<file path="src/design/kli_pkg.sv">
`timescale 1ns / 1ps
// ----------------------------------------------------------------------------
// kli_pkg: keyframe interpolator shared types and constants
// Sequencer states, register indexes, function codes, fixed widths and divider types.
// ----------------------------------------------------------------------------
package kli_pkg;

   localparam int unsigned ONE_Q16 = 65536;
   localparam int unsigned PHASE_W = 17;
   localparam int unsigned VALUE_W = 32;
   localparam int unsigned TIME_W  = 32;

   localparam logic [1:0] REG_START = 2'd0;
   localparam logic [1:0] REG_RUN   = 2'd1;
   localparam logic [1:0] REG_LOOP  = 2'd2;
   localparam logic [1:0] REG_COUNT = 2'd3;

   localparam logic FN_WRITE = 1'b0;
   localparam logic FN_QUERY = 1'b1;

   typedef enum logic [3:0] {
      ST_IDLE,
      ST_MOD,
      ST_PDIV,
      ST_SCAN_RD,
      ST_SCAN,
      ST_RD_B1,
      ST_MUL,
      ST_IDIV,
      ST_END_RD,
      ST_END,
      ST_DONE
   } state_type;

   // control from the sequencer to the divider
   typedef struct packed {
      logic        start;
      logic [63:0] dividend;
      logic [32:0] divisor;
   } div_cmd_type;

   typedef struct packed {
      logic        busy;
      logic        done;
      logic [63:0] quotient;
      logic [32:0] remainder;
   } div_stat_type;

endpackage

</file>
<file path="src/design/keyframe_linear_interpolator_top.sv">
`timescale 1ns / 1ps
// ----------------------------------------------------------------------------
// keyframe_linear_interpolator_top: piecewise linear keyframe interpolator
// Keyframe table in a synchronous memory, shared iterative divider.
// ----------------------------------------------------------------------------
// channel  dir  fields (low bit up)
// req      in   tdata: func, key_index, key_phase, key_value, query_time
// rsp      out  tdata: ok, result_value, at_end
// csr      in   APB: start_time, run_length, loop_enable, key_count
//
// A keyframe write passes through the done state before the next transaction is accepted.
// A query runs up to two divider passes (modulo, phase), a scan of one
// memory read per key, then at most one divider pass for the interpolation
// quotient.
// Reset is synchronous and clears the key table through valid bits.
// A result waits in the output register; the next one waits in the done
// state, and the input is held until the sequencer is idle again.
// ----------------------------------------------------------------------------
module keyframe_linear_interpolator_top #(
   parameter int unsigned MAX_KEYS = 16
) (
   input  logic        clock,
   input  logic        reset,
   input  logic        req_tvalid,
   output logic        req_tready,
   // func[0], key_index[4:1], key_phase[21:5], key_value[53:22], query_time[85:54]
   input  logic [87:0] req_tdata,
   output logic        rsp_tvalid,
   input  logic        rsp_tready,
   // ok[0], result_value[32:1], at_end[33]
   output logic [39:0] rsp_tdata,
   input  logic        csr_psel,
   input  logic        csr_penable,
   input  logic        csr_pwrite,
   input  logic [3:0]  csr_paddr,
   input  logic [31:0] csr_pwdata,
   output logic [31:0] csr_prdata,
   output logic        csr_pready
);

   localparam int unsigned AW = (MAX_KEYS > 1) ? $clog2(MAX_KEYS) : 1;
   localparam int unsigned CW = $clog2(MAX_KEYS + 1);

   // configuration
   logic [31:0] start_ff;
   logic [31:0] run_ff;
   logic        loop_ff;
   logic [4:0]  kcnt_ff;
   logic        cwr;
   logic [1:0]  creg;

   assign csr_pready = 1'b1;
   assign cwr  = csr_psel & csr_penable & csr_pwrite;
   assign creg = csr_paddr[3:2];

   always_ff @(posedge clock) begin
      if (reset) begin
         start_ff <= '0;
         run_ff   <= '0;
         loop_ff  <= 1'b1;
         kcnt_ff  <= '0;
      end else if (cwr) begin
         case (creg)
            kli_pkg::REG_START: start_ff <= csr_pwdata;
            kli_pkg::REG_RUN:   run_ff   <= csr_pwdata;
            kli_pkg::REG_LOOP:  loop_ff  <= csr_pwdata[0];
            kli_pkg::REG_COUNT: kcnt_ff  <= csr_pwdata[4:0];
            default: ;
         endcase
      end
   end

   always_comb begin
      case (creg)
         kli_pkg::REG_START: csr_prdata = start_ff;
         kli_pkg::REG_RUN:   csr_prdata = run_ff;
         kli_pkg::REG_LOOP:  csr_prdata = {31'd0, loop_ff};
         kli_pkg::REG_COUNT: csr_prdata = {27'd0, kcnt_ff};
         default:            csr_prdata = '0;
      endcase
   end

   // effective key count
   logic [CW-1:0] n_cnt;
   always_comb begin
      if ({27'd0, kcnt_ff} > 32'(MAX_KEYS)) n_cnt = CW'(MAX_KEYS);
      else                                    n_cnt = CW'(kcnt_ff);
   end

   // input fields
   logic        f_func;
   logic [3:0]  f_idx;
   logic [16:0] f_kph;
   logic [31:0] f_kval;
   logic [31:0] f_time;
   assign f_func = req_tdata[0];
   assign f_idx  = req_tdata[4:1];
   assign f_kph  = req_tdata[21:5];
   assign f_kval = req_tdata[53:22];
   assign f_time = req_tdata[85:54];

   kli_pkg::state_type st_ff, st_in;
   logic          after_ff, after_in;   // time > start
   logic [16:0]   ph_ff, ph_in;
   logic [CW-1:0] i_ff, i_in;
   logic [16:0]   kb_ff, kb_in;
   logic [31:0]   vb_ff, vb_in;
   logic          neg_ff, neg_in;
   logic [63:0]   prod_ff, prod_in;
   logic          ok_ff, ok_in;
   logic          end_ff, end_in;
   logic [31:0]   val_ff, val_in;
   logic          ov_ff, ov_in;
   // divisor for interpolation captured in the scan step
   logic [16:0]   dk_ff, dk_in;

   logic [AW-1:0] rd_addr;
   logic [16:0]   rd_phase;
   logic [31:0]   rd_value;
   logic          wr_en;
   logic          acc;

   kli_pkg::div_cmd_type  dcmd;
   kli_pkg::div_stat_type dstat;

   kli_mem #(.DEPTH(MAX_KEYS), .AW(AW)) u_mem (
      .clock    (clock),
      .reset    (reset),
      .wr_en    (wr_en),
      .wr_addr  (AW'(f_idx)),
      .wr_phase (f_kph),
      .wr_value (f_kval),
      .rd_addr  (rd_addr),
      .rd_phase (rd_phase),
      .rd_value (rd_value)
   );

   kli_div u_div (
      .clock (clock),
      .reset (reset),
      .cmd   (dcmd),
      .stat  (dstat)
   );

   assign req_tready = (st_ff == kli_pkg::ST_IDLE);
   assign acc = req_tvalid & req_tready;
   assign wr_en = acc && (f_func == kli_pkg::FN_WRITE) && ({28'd0, f_idx} < 32'(n_cnt));

   // next state and datapath
   logic [31:0] end_time;
   logic [17:0] off;
   logic [17:0] dk;
   logic signed [32:0] dv;
   logic signed [51:0] pr;
   logic [31:0] qv;
   assign end_time = start_ff + run_ff;
   assign off = {1'b0, ph_ff} - {1'b0, kb_ff};
   assign dk  = {1'b0, rd_phase} - {1'b0, kb_ff};
   assign dv  = {rd_value[31], rd_value} - {vb_ff[31], vb_ff};
   assign pr  = dv * $signed({1'b0, off});

   always_comb begin
      st_in    = st_ff;
      after_in = after_ff;
      ph_in    = ph_ff;
      i_in     = i_ff;
      kb_in    = kb_ff;
      vb_in    = vb_ff;
      neg_in   = neg_ff;
      prod_in  = prod_ff;
      ok_in    = ok_ff;
      end_in   = end_ff;
      val_in   = val_ff;
      ov_in    = ov_ff;
      rd_addr  = i_ff[AW-1:0];
      dcmd     = '0;
      qv       = '0;
      if (ov_ff && rsp_tready) ov_in = 1'b0;
      case (st_ff)
         kli_pkg::ST_IDLE: begin
            if (acc) begin
               ok_in  = 1'b0;
               end_in = 1'b0;
               val_in = '0;
               after_in = f_time > start_ff;
               if (f_func == kli_pkg::FN_WRITE) begin
                  ok_in = wr_en;
                  st_in = kli_pkg::ST_DONE;
               end else if (n_cnt == '0) begin
                  st_in = kli_pkg::ST_DONE;
               end else if (!loop_ff && f_time < start_ff) begin
                  ok_in = 1'b1; end_in = 1'b1;
                  i_in = '0;
                  st_in = kli_pkg::ST_END_RD;
               end else if (!loop_ff && f_time > end_time) begin
                  ok_in = 1'b1; end_in = 1'b1;
                  i_in = n_cnt - CW'(1);
                  st_in = kli_pkg::ST_END_RD;
               end else if (run_ff == '0) begin
                  ok_in = 1'b1;
                  ph_in = 17'(kli_pkg::ONE_Q16);
                  i_in  = '0;
                  st_in = kli_pkg::ST_SCAN_RD;
               end else begin
                  ok_in = 1'b1;
                  dcmd.start    = 1'b1;
                  dcmd.dividend = {32'd0, (f_time > start_ff) ? f_time - start_ff
                                                              : start_ff - f_time};
                  dcmd.divisor  = {1'b0, run_ff};
                  st_in = kli_pkg::ST_MOD;
               end
            end
         end
         kli_pkg::ST_MOD: begin
            if (dstat.done) begin
               dcmd.start    = 1'b1;
               dcmd.dividend = {15'd0, dstat.remainder[31:0], 17'd0} >> 1;
               dcmd.divisor  = {1'b0, run_ff};
               st_in = kli_pkg::ST_PDIV;
            end
         end
         kli_pkg::ST_PDIV: begin
            if (dstat.done) begin
               if (after_ff) ph_in = dstat.quotient[16:0];
               else ph_in = 17'(kli_pkg::ONE_Q16) - dstat.quotient[16:0];
               i_in  = '0;
               st_in = kli_pkg::ST_SCAN_RD;
            end
         end
         kli_pkg::ST_SCAN_RD: begin
            // read issued for entry i
            st_in = kli_pkg::ST_SCAN;
         end
         kli_pkg::ST_SCAN: begin
            if (i_ff == '0 && ph_ff < rd_phase) begin
               val_in = rd_value;
               st_in  = kli_pkg::ST_DONE;
            end else if (rd_phase <= ph_ff) begin
               kb_in = rd_phase;
               vb_in = rd_value;
               if (i_ff + CW'(1) >= n_cnt) begin
                  val_in = rd_value;
                  st_in  = kli_pkg::ST_DONE;
               end else begin
                  i_in    = i_ff + CW'(1);
                  rd_addr = AW'(i_ff + CW'(1));
                  st_in   = kli_pkg::ST_SCAN;
               end
            end else begin
               // rd holds entry b+1, strictly above the phase
               prod_in = 64'(pr);
               neg_in  = pr[51];
               st_in   = kli_pkg::ST_MUL;
            end
         end
         kli_pkg::ST_MUL: begin
            dcmd.start    = 1'b1;
            dcmd.dividend = neg_ff ? 64'(-prod_ff) : prod_ff;
            dcmd.divisor  = 33'(dk_ff);
            st_in = kli_pkg::ST_IDIV;
         end
         kli_pkg::ST_IDIV: begin
            if (dstat.done) begin
               qv = neg_ff ? 32'(-dstat.quotient) : dstat.quotient[31:0];
               val_in = vb_ff + qv;
               st_in = kli_pkg::ST_DONE;
            end
         end
         kli_pkg::ST_END_RD: begin
            st_in = kli_pkg::ST_END;
         end
         kli_pkg::ST_END: begin
            val_in = rd_value;
            st_in  = kli_pkg::ST_DONE;
         end
         kli_pkg::ST_DONE: begin
            if (!ov_ff || rsp_tready) begin
               ov_in = 1'b1;
               st_in = kli_pkg::ST_IDLE;
            end
         end
         default: st_in = kli_pkg::ST_IDLE;
      endcase
   end

   always_comb begin
      dk_in = dk_ff;
      if (st_ff == kli_pkg::ST_SCAN) dk_in = dk[16:0];
   end

   always_ff @(posedge clock) begin
      if (reset) begin
         st_ff <= kli_pkg::ST_IDLE;
         ov_ff <= 1'b0;
      end else begin
         st_ff <= st_in;
         ov_ff <= ov_in;
      end
      after_ff <= after_in;
      ph_ff    <= ph_in;
      i_ff     <= i_in;
      kb_ff    <= kb_in;
      vb_ff    <= vb_in;
      neg_ff   <= neg_in;
      prod_ff  <= prod_in;
      ok_ff    <= ok_in;
      end_ff   <= end_in;
      val_ff   <= val_in;
      dk_ff    <= dk_in;
   end

   // output register loaded when a result is complete
   logic [33:0] out_ff;
   always_ff @(posedge clock) begin
      if (st_ff == kli_pkg::ST_DONE && (!ov_ff || rsp_tready))
         out_ff <= {end_ff, ok_ff ? val_ff : 32'd0, ok_ff};
   end

   assign rsp_tvalid = ov_ff;
   assign rsp_tdata  = {6'd0, out_ff};

   ast_div_quiet: assert property (@(posedge clock) disable iff (reset)
      (st_ff == kli_pkg::ST_IDLE) |-> !dstat.busy)
      else $error("divider busy while idle");

   ast_no_accept_pending: assert property (@(posedge clock) disable iff (reset)
      acc |=> (st_ff != kli_pkg::ST_IDLE))
      else $error("accepted transaction did not start");

   ast_out_hold: assert property (@(posedge clock) disable iff (reset)
      (rsp_tvalid && !rsp_tready) |=> $stable(rsp_tdata))
      else $error("result changed while stalled");

endmodule

</file>
<file path="src/design/kli_div.sv">
`timescale 1ns / 1ps
// ----------------------------------------------------------------------------
// kli_div: restoring divider, one quotient bit per cycle
// Unsigned 64-bit dividend by 33-bit divisor, 64 iterations.
// ----------------------------------------------------------------------------
module kli_div (
   input  logic                  clock,
   input  logic                  reset,
   input  kli_pkg::div_cmd_type  cmd,
   output kli_pkg::div_stat_type stat
);

   logic [63:0] quo_ff, quo_in;
   logic [33:0] rem_ff, rem_in;
   logic [32:0] dvs_ff, dvs_in;
   logic [6:0]  cnt_ff, cnt_in;
   logic        busy_ff, busy_in;
   logic        done_ff, done_in;
   logic [33:0] trial;
   logic [34:0] diff;

   always_comb begin
      trial = {rem_ff[32:0], quo_ff[63]};
      diff  = {1'b0, trial} - {2'b00, dvs_ff};
      quo_in  = quo_ff;
      rem_in  = rem_ff;
      dvs_in  = dvs_ff;
      cnt_in  = cnt_ff;
      busy_in = busy_ff;
      done_in = 1'b0;
      if (cmd.start) begin
         quo_in  = cmd.dividend;
         rem_in  = '0;
         dvs_in  = cmd.divisor;
         cnt_in  = 7'd64;
         busy_in = 1'b1;
      end else if (busy_ff) begin
         if (!diff[34]) begin
            rem_in = diff[33:0];
            quo_in = {quo_ff[62:0], 1'b1};
         end else begin
            rem_in = trial;
            quo_in = {quo_ff[62:0], 1'b0};
         end
         cnt_in = cnt_ff - 7'd1;
         if (cnt_ff == 7'd1) begin
            busy_in = 1'b0;
            done_in = 1'b1;
         end
      end
   end

   always_ff @(posedge clock) begin
      if (reset) begin
         busy_ff <= 1'b0;
         done_ff <= 1'b0;
         cnt_ff  <= '0;
      end else begin
         busy_ff <= busy_in;
         done_ff <= done_in;
         cnt_ff  <= cnt_in;
      end
      quo_ff <= quo_in;
      rem_ff <= rem_in;
      dvs_ff <= dvs_in;
   end

   assign stat.busy      = busy_ff;
   assign stat.done      = done_ff;
   assign stat.quotient  = quo_ff;
   assign stat.remainder = rem_ff[32:0];

endmodule

</file>
<file path="src/design/kli_mem.sv">
`timescale 1ns / 1ps
// ----------------------------------------------------------------------------
// kli_mem: keyframe store
// One write port, one registered read port; valid bits give the zero reset.
// ----------------------------------------------------------------------------
module kli_mem #(
   parameter int unsigned DEPTH = 16,
   parameter int unsigned AW    = 4
) (
   input  logic                          clock,
   input  logic                          reset,
   input  logic                          wr_en,
   input  logic [AW-1:0]                 wr_addr,
   input  logic [kli_pkg::PHASE_W-1:0]   wr_phase,
   input  logic [kli_pkg::VALUE_W-1:0]   wr_value,
   input  logic [AW-1:0]                 rd_addr,
   output logic [kli_pkg::PHASE_W-1:0]   rd_phase,
   output logic [kli_pkg::VALUE_W-1:0]   rd_value
);

   logic [kli_pkg::PHASE_W+kli_pkg::VALUE_W-1:0] mem [DEPTH];
   logic [DEPTH-1:0] vld_ff;
   logic [kli_pkg::PHASE_W+kli_pkg::VALUE_W-1:0] rd_ff;
   logic             rv_ff;

   always_ff @(posedge clock) begin
      if (wr_en) mem[wr_addr] <= {wr_phase, wr_value};
      rd_ff <= mem[rd_addr];
   end

   always_ff @(posedge clock) begin
      if (reset) begin
         vld_ff <= '0;
         rv_ff  <= 1'b0;
      end else begin
         if (wr_en) vld_ff[wr_addr] <= 1'b1;
         rv_ff <= vld_ff[rd_addr];
      end
   end

   assign rd_phase = rv_ff ? rd_ff[kli_pkg::PHASE_W+kli_pkg::VALUE_W-1:kli_pkg::VALUE_W] : '0;
   assign rd_value = rv_ff ? rd_ff[kli_pkg::VALUE_W-1:0] : '0;

endmodule

</file>
<file path="config.mk">
export PLATFORM = sky130hd
export DESIGN_NAME = keyframe_linear_interpolator_top
export DESIGN_NICKNAME = d
export VERILOG_FILES = /design/src/design/kli_pkg.sv /design/src/design/keyframe_linear_interpolator_top.sv /design/src/design/kli_div.sv /design/src/design/kli_mem.sv
export SDC_FILE = /design/constraint.sdc
export NUM_CORES = 2
export LEC_CHECK = 0
export BUFFER_PORTS_ARGS = -buffer_cell sky130_fd_sc_hd__buf_2
export CAP_MARGIN = 30
export CORE_AREA = 5 5 419 462
export DETAILED_ROUTE_END_ITERATION = 10
export DIE_AREA = 0 0 424 467
export PLACE_DENSITY = 0.69
export SYNTH_ARGS = -nofsm -noshare
export SYNTH_HDL_FRONTEND = slang
export SYNTH_SLANG_ARGS = --single-unit
</file>
<file path="constraint.sdc">
create_clock -name clock -period 12.9 [get_ports clock]
set_input_delay 2.58 -clock clock [delete_from_list [all_inputs] [get_ports clock]]
set_output_delay 2.58 -clock clock [all_outputs]
set_load 0.05 [all_outputs]
</file>
* Word level (Yosys, flattened, before mapping)
Memory sizes are Yosys's and may differ from the RTL's. A register that Yosys moved wholly into a read port is not among the register bits.
Cells that the tools add are included.
** Storage, ports and cells
- Register bits after elaboration :: 441
- Memory bits (writable) :: 784
- Input port bits :: 131
- Output and inout port bits :: 75
- Word-level logic and storage cells :: 208
- Memories kept :: 1
** Memories
- u_mem.mem :: words 16, width 49, read ports 1, clocked after Yosys merged registers in 1, write ports 1, line kli_mem.sv:21 : logic [kli_pkg::PHASE_W+kli_pkg::VALUE_W-1:0] mem [DEPTH];
** Operators by class
- $add $sub $neg :: 14
- $mul :: 1
- Magnitude comparators :: 11
- Equal/unequal tests :: 29
- Mux-type cells :: 82
- Bitwise operators :: 8
- Reduce and logical (&&, ||, !) cells :: 34
** Operators with widths (number)
- $mux 98 :: 7
- $pmux 98 s3 :: 1
- $mux 32 :: 8
- $pmux 32 s4 :: 2
- $mux 64 :: 3
- $mux 17 :: 9
- $add 32x32->32 :: 2
- $gt 32x32->1 :: 2
- $mux 4 :: 16
- $neg 64->64 :: 1
- $sub 32x32->32 :: 2
- $mux 5 :: 11
- $mul 33x19->52 :: 1
- $pmux 4 s10 :: 1
- $sub 34x33->35 :: 1
- $pmux 17 s2 :: 1
- $mux 33 :: 1
- $sub 32x32->33 :: 1
- $logic_not 32->1 :: 1
- $lt 32x32->1 :: 1
- $neg 32->32 :: 1
- $sub 17x17->18 :: 1
- $le 17x17->1 :: 1
- $lt 17x17->1 :: 1
- 46 further kinds :: 103

* Logic depth before layout (Yosys ltp)
- Depth after elaboration :: 10
- Mapped depth :: 42

* By module
From an unflattened synthesis, not the netlist that was laid out.
** Unflattened totals
- Cells, all modules :: 7247
- Area, all modules :: 83445.0 sq um
** Modules (own cells, without submodules)
- keyframe_linear_interpolator_top :: instances 1, cells an instance 5246, area an instance 44905.6 sq um
- kli_mem :: instances 1, cells an instance 1340, area an instance 31273.7 sq um
- kli_div :: instances 1, cells an instance 661, area an instance 7265.7 sq um

* Worst setup path after synthesis
No wires, ideal clock.
- Path kind :: register -> register
- From :: register u_mem.rv_ff
- To :: register prod_ff[45], data pin
- Data arrival time :: 9.936 ns
- Data required time :: 12.642 ns
- Path slack :: 2.706 ns
- Cell stages (with the launch flop) :: 40
- Path buffers :: 8
- Cells stage by stage :: dfxtp_1 > buf_2 > clkbuf_1 > clkbuf_1 > clkbuf_1 > clkbuf_1 > clkbuf_1 > nand2_1 > ha_1 > inv_1 > ha_1 > nor2_1 > o311a_1 > o32a_1 > o21a_1 > o21a_1 > a21oi_1 > xnor2_1 > (+4 left out) > inv_1 > fa_1 > inv_1 > fa_1 > fa_1 > fa_1 > ha_1 > clkbuf_1 > and3_1 > nand4_1 > or4_1 > a21oi_1 > o211ai_1 > a21oi_1 > a31oi_1 > o21bai_1 > a21oi_1 > xnor2_1
** On the way
- Cells in the longest elaborated chain, start to end :: 3
** Ends and longest elaborated chain
- start, declared :: line kli_mem.sv:24 : logic rv_ff;
- start signal, assigned :: line kli_mem.sv:37 : rv_ff <= vld_ff[rd_addr];
- $mux 32 :: line kli_mem.sv:42 : assign rd_value = rv_ff ? rd_ff[kli_pkg::VALUE_W-1:0] : '0;
- $sub 32x32->33 :: line keyframe_linear_interpolator_top.sv:159 : assign dv = {rd_value[31], rd_value} - {vb_ff[31], vb_ff};
- $mul 33x19->52 :: line keyframe_linear_interpolator_top.sv:160 : assign pr = dv * $signed({1'b0, off});
- via pr[45] :: line keyframe_linear_interpolator_top.sv:154 : logic signed [51:0] pr;
- end signal, assigned :: line keyframe_linear_interpolator_top.sv:305 : prod_ff <= prod_in;
- end, declared :: line keyframe_linear_interpolator_top.sv:109 : logic [63:0] prod_ff, prod_in;
The timed path passes the listed nets, and every way through them passes these cells.
A chain may end at the register's enable or synchronous reset.

* Worst setup path after layout
- From :: register u_mem.rv_ff
- To :: register neg_ff, data pin
** On the way
- Cells in the longest elaborated chain, start to end :: 3
** Ends and longest elaborated chain
- $mux 32 :: line kli_mem.sv:42
- $sub 32x32->33 :: line keyframe_linear_interpolator_top.sv:159
- $mul 33x19->52 :: line keyframe_linear_interpolator_top.sv:160
- via pr[51] :: line keyframe_linear_interpolator_top.sv:154
- end signal, assigned :: line keyframe_linear_interpolator_top.sv:304 : neg_ff <= neg_in;
- end, declared :: line keyframe_linear_interpolator_top.sv:108 : logic neg_ff, neg_in;
The timed path passes the listed nets, and every way through them passes these cells.

==> flow_metrics.py <==
metrics = {
    "sta": {
        "fmax_mhz": 90.33,
        "fin_ws_ps": 1829,
        "slew_violations": 0,
        "finalHoldViolations": 0,
        "clock_skew_ps": 48.10,
        "setup_viol": 0,
        "min_period_ps": 11070,
        "fin_crit_sh_pct": 85.82,
        "max-slew-margin-rel_pct": 29.76,
        "finalSetupTns_ps": 0,
        "tightestPinTransition_ps": 1054,
        "rsz0062_at_grt": "no",
    },
    "synth": {
        "avgSynthCellArea_sq_um": 11.27,
        "synth-seq-area-share_pct": 43.25,
        "synthFlopType": "edfxtp_1",
        "synth_cell_types": 95,
        "synth_xor_area_share_pct": 3.656,
        "synth.largest_area_cell": "edfxtp_1",
        "syn_area_sq_um": 84080,
        "synth_top_area_share_pct": 38.89,
        "synthArstFlopShare_pct": 0,
        "ys_top_cells_by_area": "edfxtp_1, fa_1, ha_1",
        "ys_ff_latch": 1272,
        "syn_inst": 7460,
        "synth_top_family_by_area": "adder cells",
        "synth-compound-area-share_pct": 10.49,
        "yosysWarnings": 0,
        "yosys.area_share.simple_pct": 10.53,
        "synth_adder_area_share_pct": 19.88,
        "synth-edff-count": 1089,
        "muxShareOfSynthArea_pct": 6.329,
    },
    "min_path": {
        "hold_path_depth": 0,
        "hp-class": "reg2reg",
        "min_from": "end_ff",
        "min_to": "out_ff[33]",
    },
    "setup_path": {
        "crit_path_max_incr_delay_ps": 800,
        "path_buf_inv": 6,
        "crit_family": "adder cells",
        "r2r_cells": 34,
        "cpMostUsedCell": "fa_1",
        "critPathSlowestCell": "mux2i_1",
        "reg2reg_from": "u_mem.rv_ff",
        "worst-path-max-fanout": 29,
        "worstPathRequired_ps": 13410,
        "reg2reg_to": "neg_ff",
        "path_depth": 34,
        "cp.arrival_ps": 11590,
        "r2r_setup_slack_ps": 1830,
        "critPathLaunchType": "register",
        "path_class": "reg2reg",
        "crit_path_end_kind": "register",
    },
    "drt": {
        "detail-route-antenna-nets": 0,
        "via_count": 58990,
        "avgViaCountPerCell": 5.810,
        "drt_pass1_iterations": 7,
        "wire_per_inst_microns": 23.24,
        "drt_iter0_markers": 5586,
        "route.detailed.drc": 0,
        "routed_wl_microns": 235900,
    },
    "floorplan": {
        "ios": 206,
        "coreArea_sq_um": 187800,
        "start_util_pct": 44.76,
        "die_area_sq_um": 198000,
        "die_h_microns": 467,
        "fp.dieW_microns": 424,
        "row_count": 167,
    },
    "global_routing": {
        "antenna_found_initial": 17,
        "grt_util_all_layers_pct": 23.41,
        "grt_pass1_wl_microns": 355600,
        "grt_max_degree": 113,
        "overflow": 0,
        "grt_pass1_vias": 59240,
    },
    "placed_design": {
        "port-buffer-count": 194,
        "routabilityCongestion": 0.9385,
        "dp_slack_ps": 1915,
        "dp_hpwl_microns": 169500,
    },
    "job": {
        "drv_cap": 0,
    },
    "clock_network": {
        "cts.htree.levels": 4,
        "cts_resized": 0,
        "clkTransAtPathRegs_ps": 60,
        "cts-root-buf": "clkbuf_16",
        "ctsLongestPathBuffers": 3,
        "cts_buffers": 132,
        "cts_setup_buffers": 0,
        "ctsHoldBuffers": 0,
        "clkLatencyLatePin_ps": 810,
        "tritoncts": "built",
        "numClockSinks": 1272,
    },
    "final_layout": {
        "nets": 8708,
        "area_delta_synth_final_pct": 10.14,
        "layout-drive-gt1-share_pct": 10.94,
    },
    "status": {
        "outcome": "finished, final reports clean",
    },
}
cell type report:
type,count,area [sq um]
Multi-Input combinational cell,4902,43180
Clock buffer,168,3626
Fill cell,16330,95240
Inverter,957,3592
Tap cell,2450,3065
Timing Repair Buffer,327,2108
Sequential cell,1272,36370
Antenna cell,8,20.02
Clock inverter,68,648.1
flip-flops by register name, summed over array words and instances (netlist names), 17 cells and up:
name,cells
prod_ff,51
dk_ff,17
start_ff,32
u_mem.rd_ff,49
u_div.quo_ff,64
u_div.rem_ff,33
ph_ff,17
vb_ff,32
u_div.dvs_ff,32
val_ff,32
out_ff,34
u_mem.mem,784
run_ff,32
kb_ff,17
kinds of logic after synthesis:
logic type / after synthesis
DFF: 1272
muxes: 283
xor gates and xnor gates: 351
AOI/OAI and AO/OA: 1333
adders and majority gates: 989
buffers and inverters: 1291
and+or+nand+nor: 1939
other: 2
worst reg2reg max path, delay by kind of cell (launching register included):
kind	cells	cell delay [ps]
AO/OA/AOI/OAI	10	3160
XOR/XNOR	1	140
adder cells (fa/ha/maj)	9	3910
buffers and inverters	6	540
flip-flops	1	650
multiplexers	1	800
AND/OR/NAND/NOR	7	1630
metal layers:
layer / vias up / track usage, % / wire length (microns)
li1: 26280 / - / -
met1: 29710 / 28.94 / 90420
met2: 2483 / 40.48 / 116900
met3: 507 / 4.222 / 17540
met4: 10 / 9.933 / 11000
met5: - / 0 / 57
cell usage after synthesis (all sizes together) (32+ instances only):
| master | instances |
|---|---|
| a31oi | 38 |
| mux4 | 198 |
| o211ai | 32 |
| a211oi | 38 |
| nand4 | 44 |
| nand2b | 83 |
| nor3 | 105 |
| o31ai | 34 |
| ha | 405 |
| or3 | 51 |
| nor2b | 59 |
| xnor2 | 233 |
| edfxtp | 1089 |
| fa | 580 |
| a21oi | 347 |
| inv | 952 |
| nand2 | 669 |
| a22o | 35 |
| nand3 | 76 |
| and2 | 125 |
| buf | 63 |
| o21ai | 252 |
| dfxtp | 183 |
| xor2 | 118 |
| clkbuf | 271 |
| a21o | 124 |
| mux2i | 76 |
| o21a | 40 |
| a22oi | 124 |
| nor2 | 601 |
worst max path at each step:
stage / startpoint / to / slack (ps)
after CTS: u_mem.rv_ff / prod_ff[45] / 1870
after global placement: u_mem.rv_ff / prod_ff[45] / 2010
final: u_mem.rv_ff / neg_ff / 1830
after global routing: u_mem.rv_ff / neg_ff / 1230
after detailed placement: u_mem.rv_ff / prod_ff[45] / 1910
after floorplan: u_mem.rv_ff / prod_ff[45] / 2710
cells in the final DEF (no fill, tap or decap), drive strengths merged, types with 40 or more instances in the layout:
| master | instances |
|---|---|
| dfxtp | 183 |
| or3 | 51 |
| mux4 | 198 |
| nor2b | 59 |
| o21ai | 252 |
| ha | 405 |
| nor2 | 601 |
| nand3 | 76 |
| mux2i | 76 |
| and2 | 125 |
| fa | 580 |
| a21o | 124 |
| inv | 964 |
| nand2 | 669 |
| nand2b | 83 |
| o21a | 40 |
| xor2 | 118 |
| nand4 | 44 |
| edfxtp | 1089 |
| clkbuf | 168 |
| a22oi | 124 |
| clkinv | 52 |
| nor3 | 105 |
| xnor2 | 233 |
| buf | 327 |
| a21oi | 347 |
per-stage QoR:
stage / hold WS, ps / instances / utilization (%) / cell area, sq um
global placement: 404.8 / 9890 / 46.89 / 88080
floorplan: 400.3 / 7465 / - / 84100
finish: 419.3 / 10150 / 49.30 / 92610
detailed placement: 404.5 / 9906 / 47.01 / 88300
global route: 426.3 / 10150 / 49.29 / 92600
CTS: 419.1 / 10140 / 49.28 / 92570
Power is left out: the tool's default activity adds up to more than one toggle a clock period on the data nets, which glitch-free logic cannot reach.
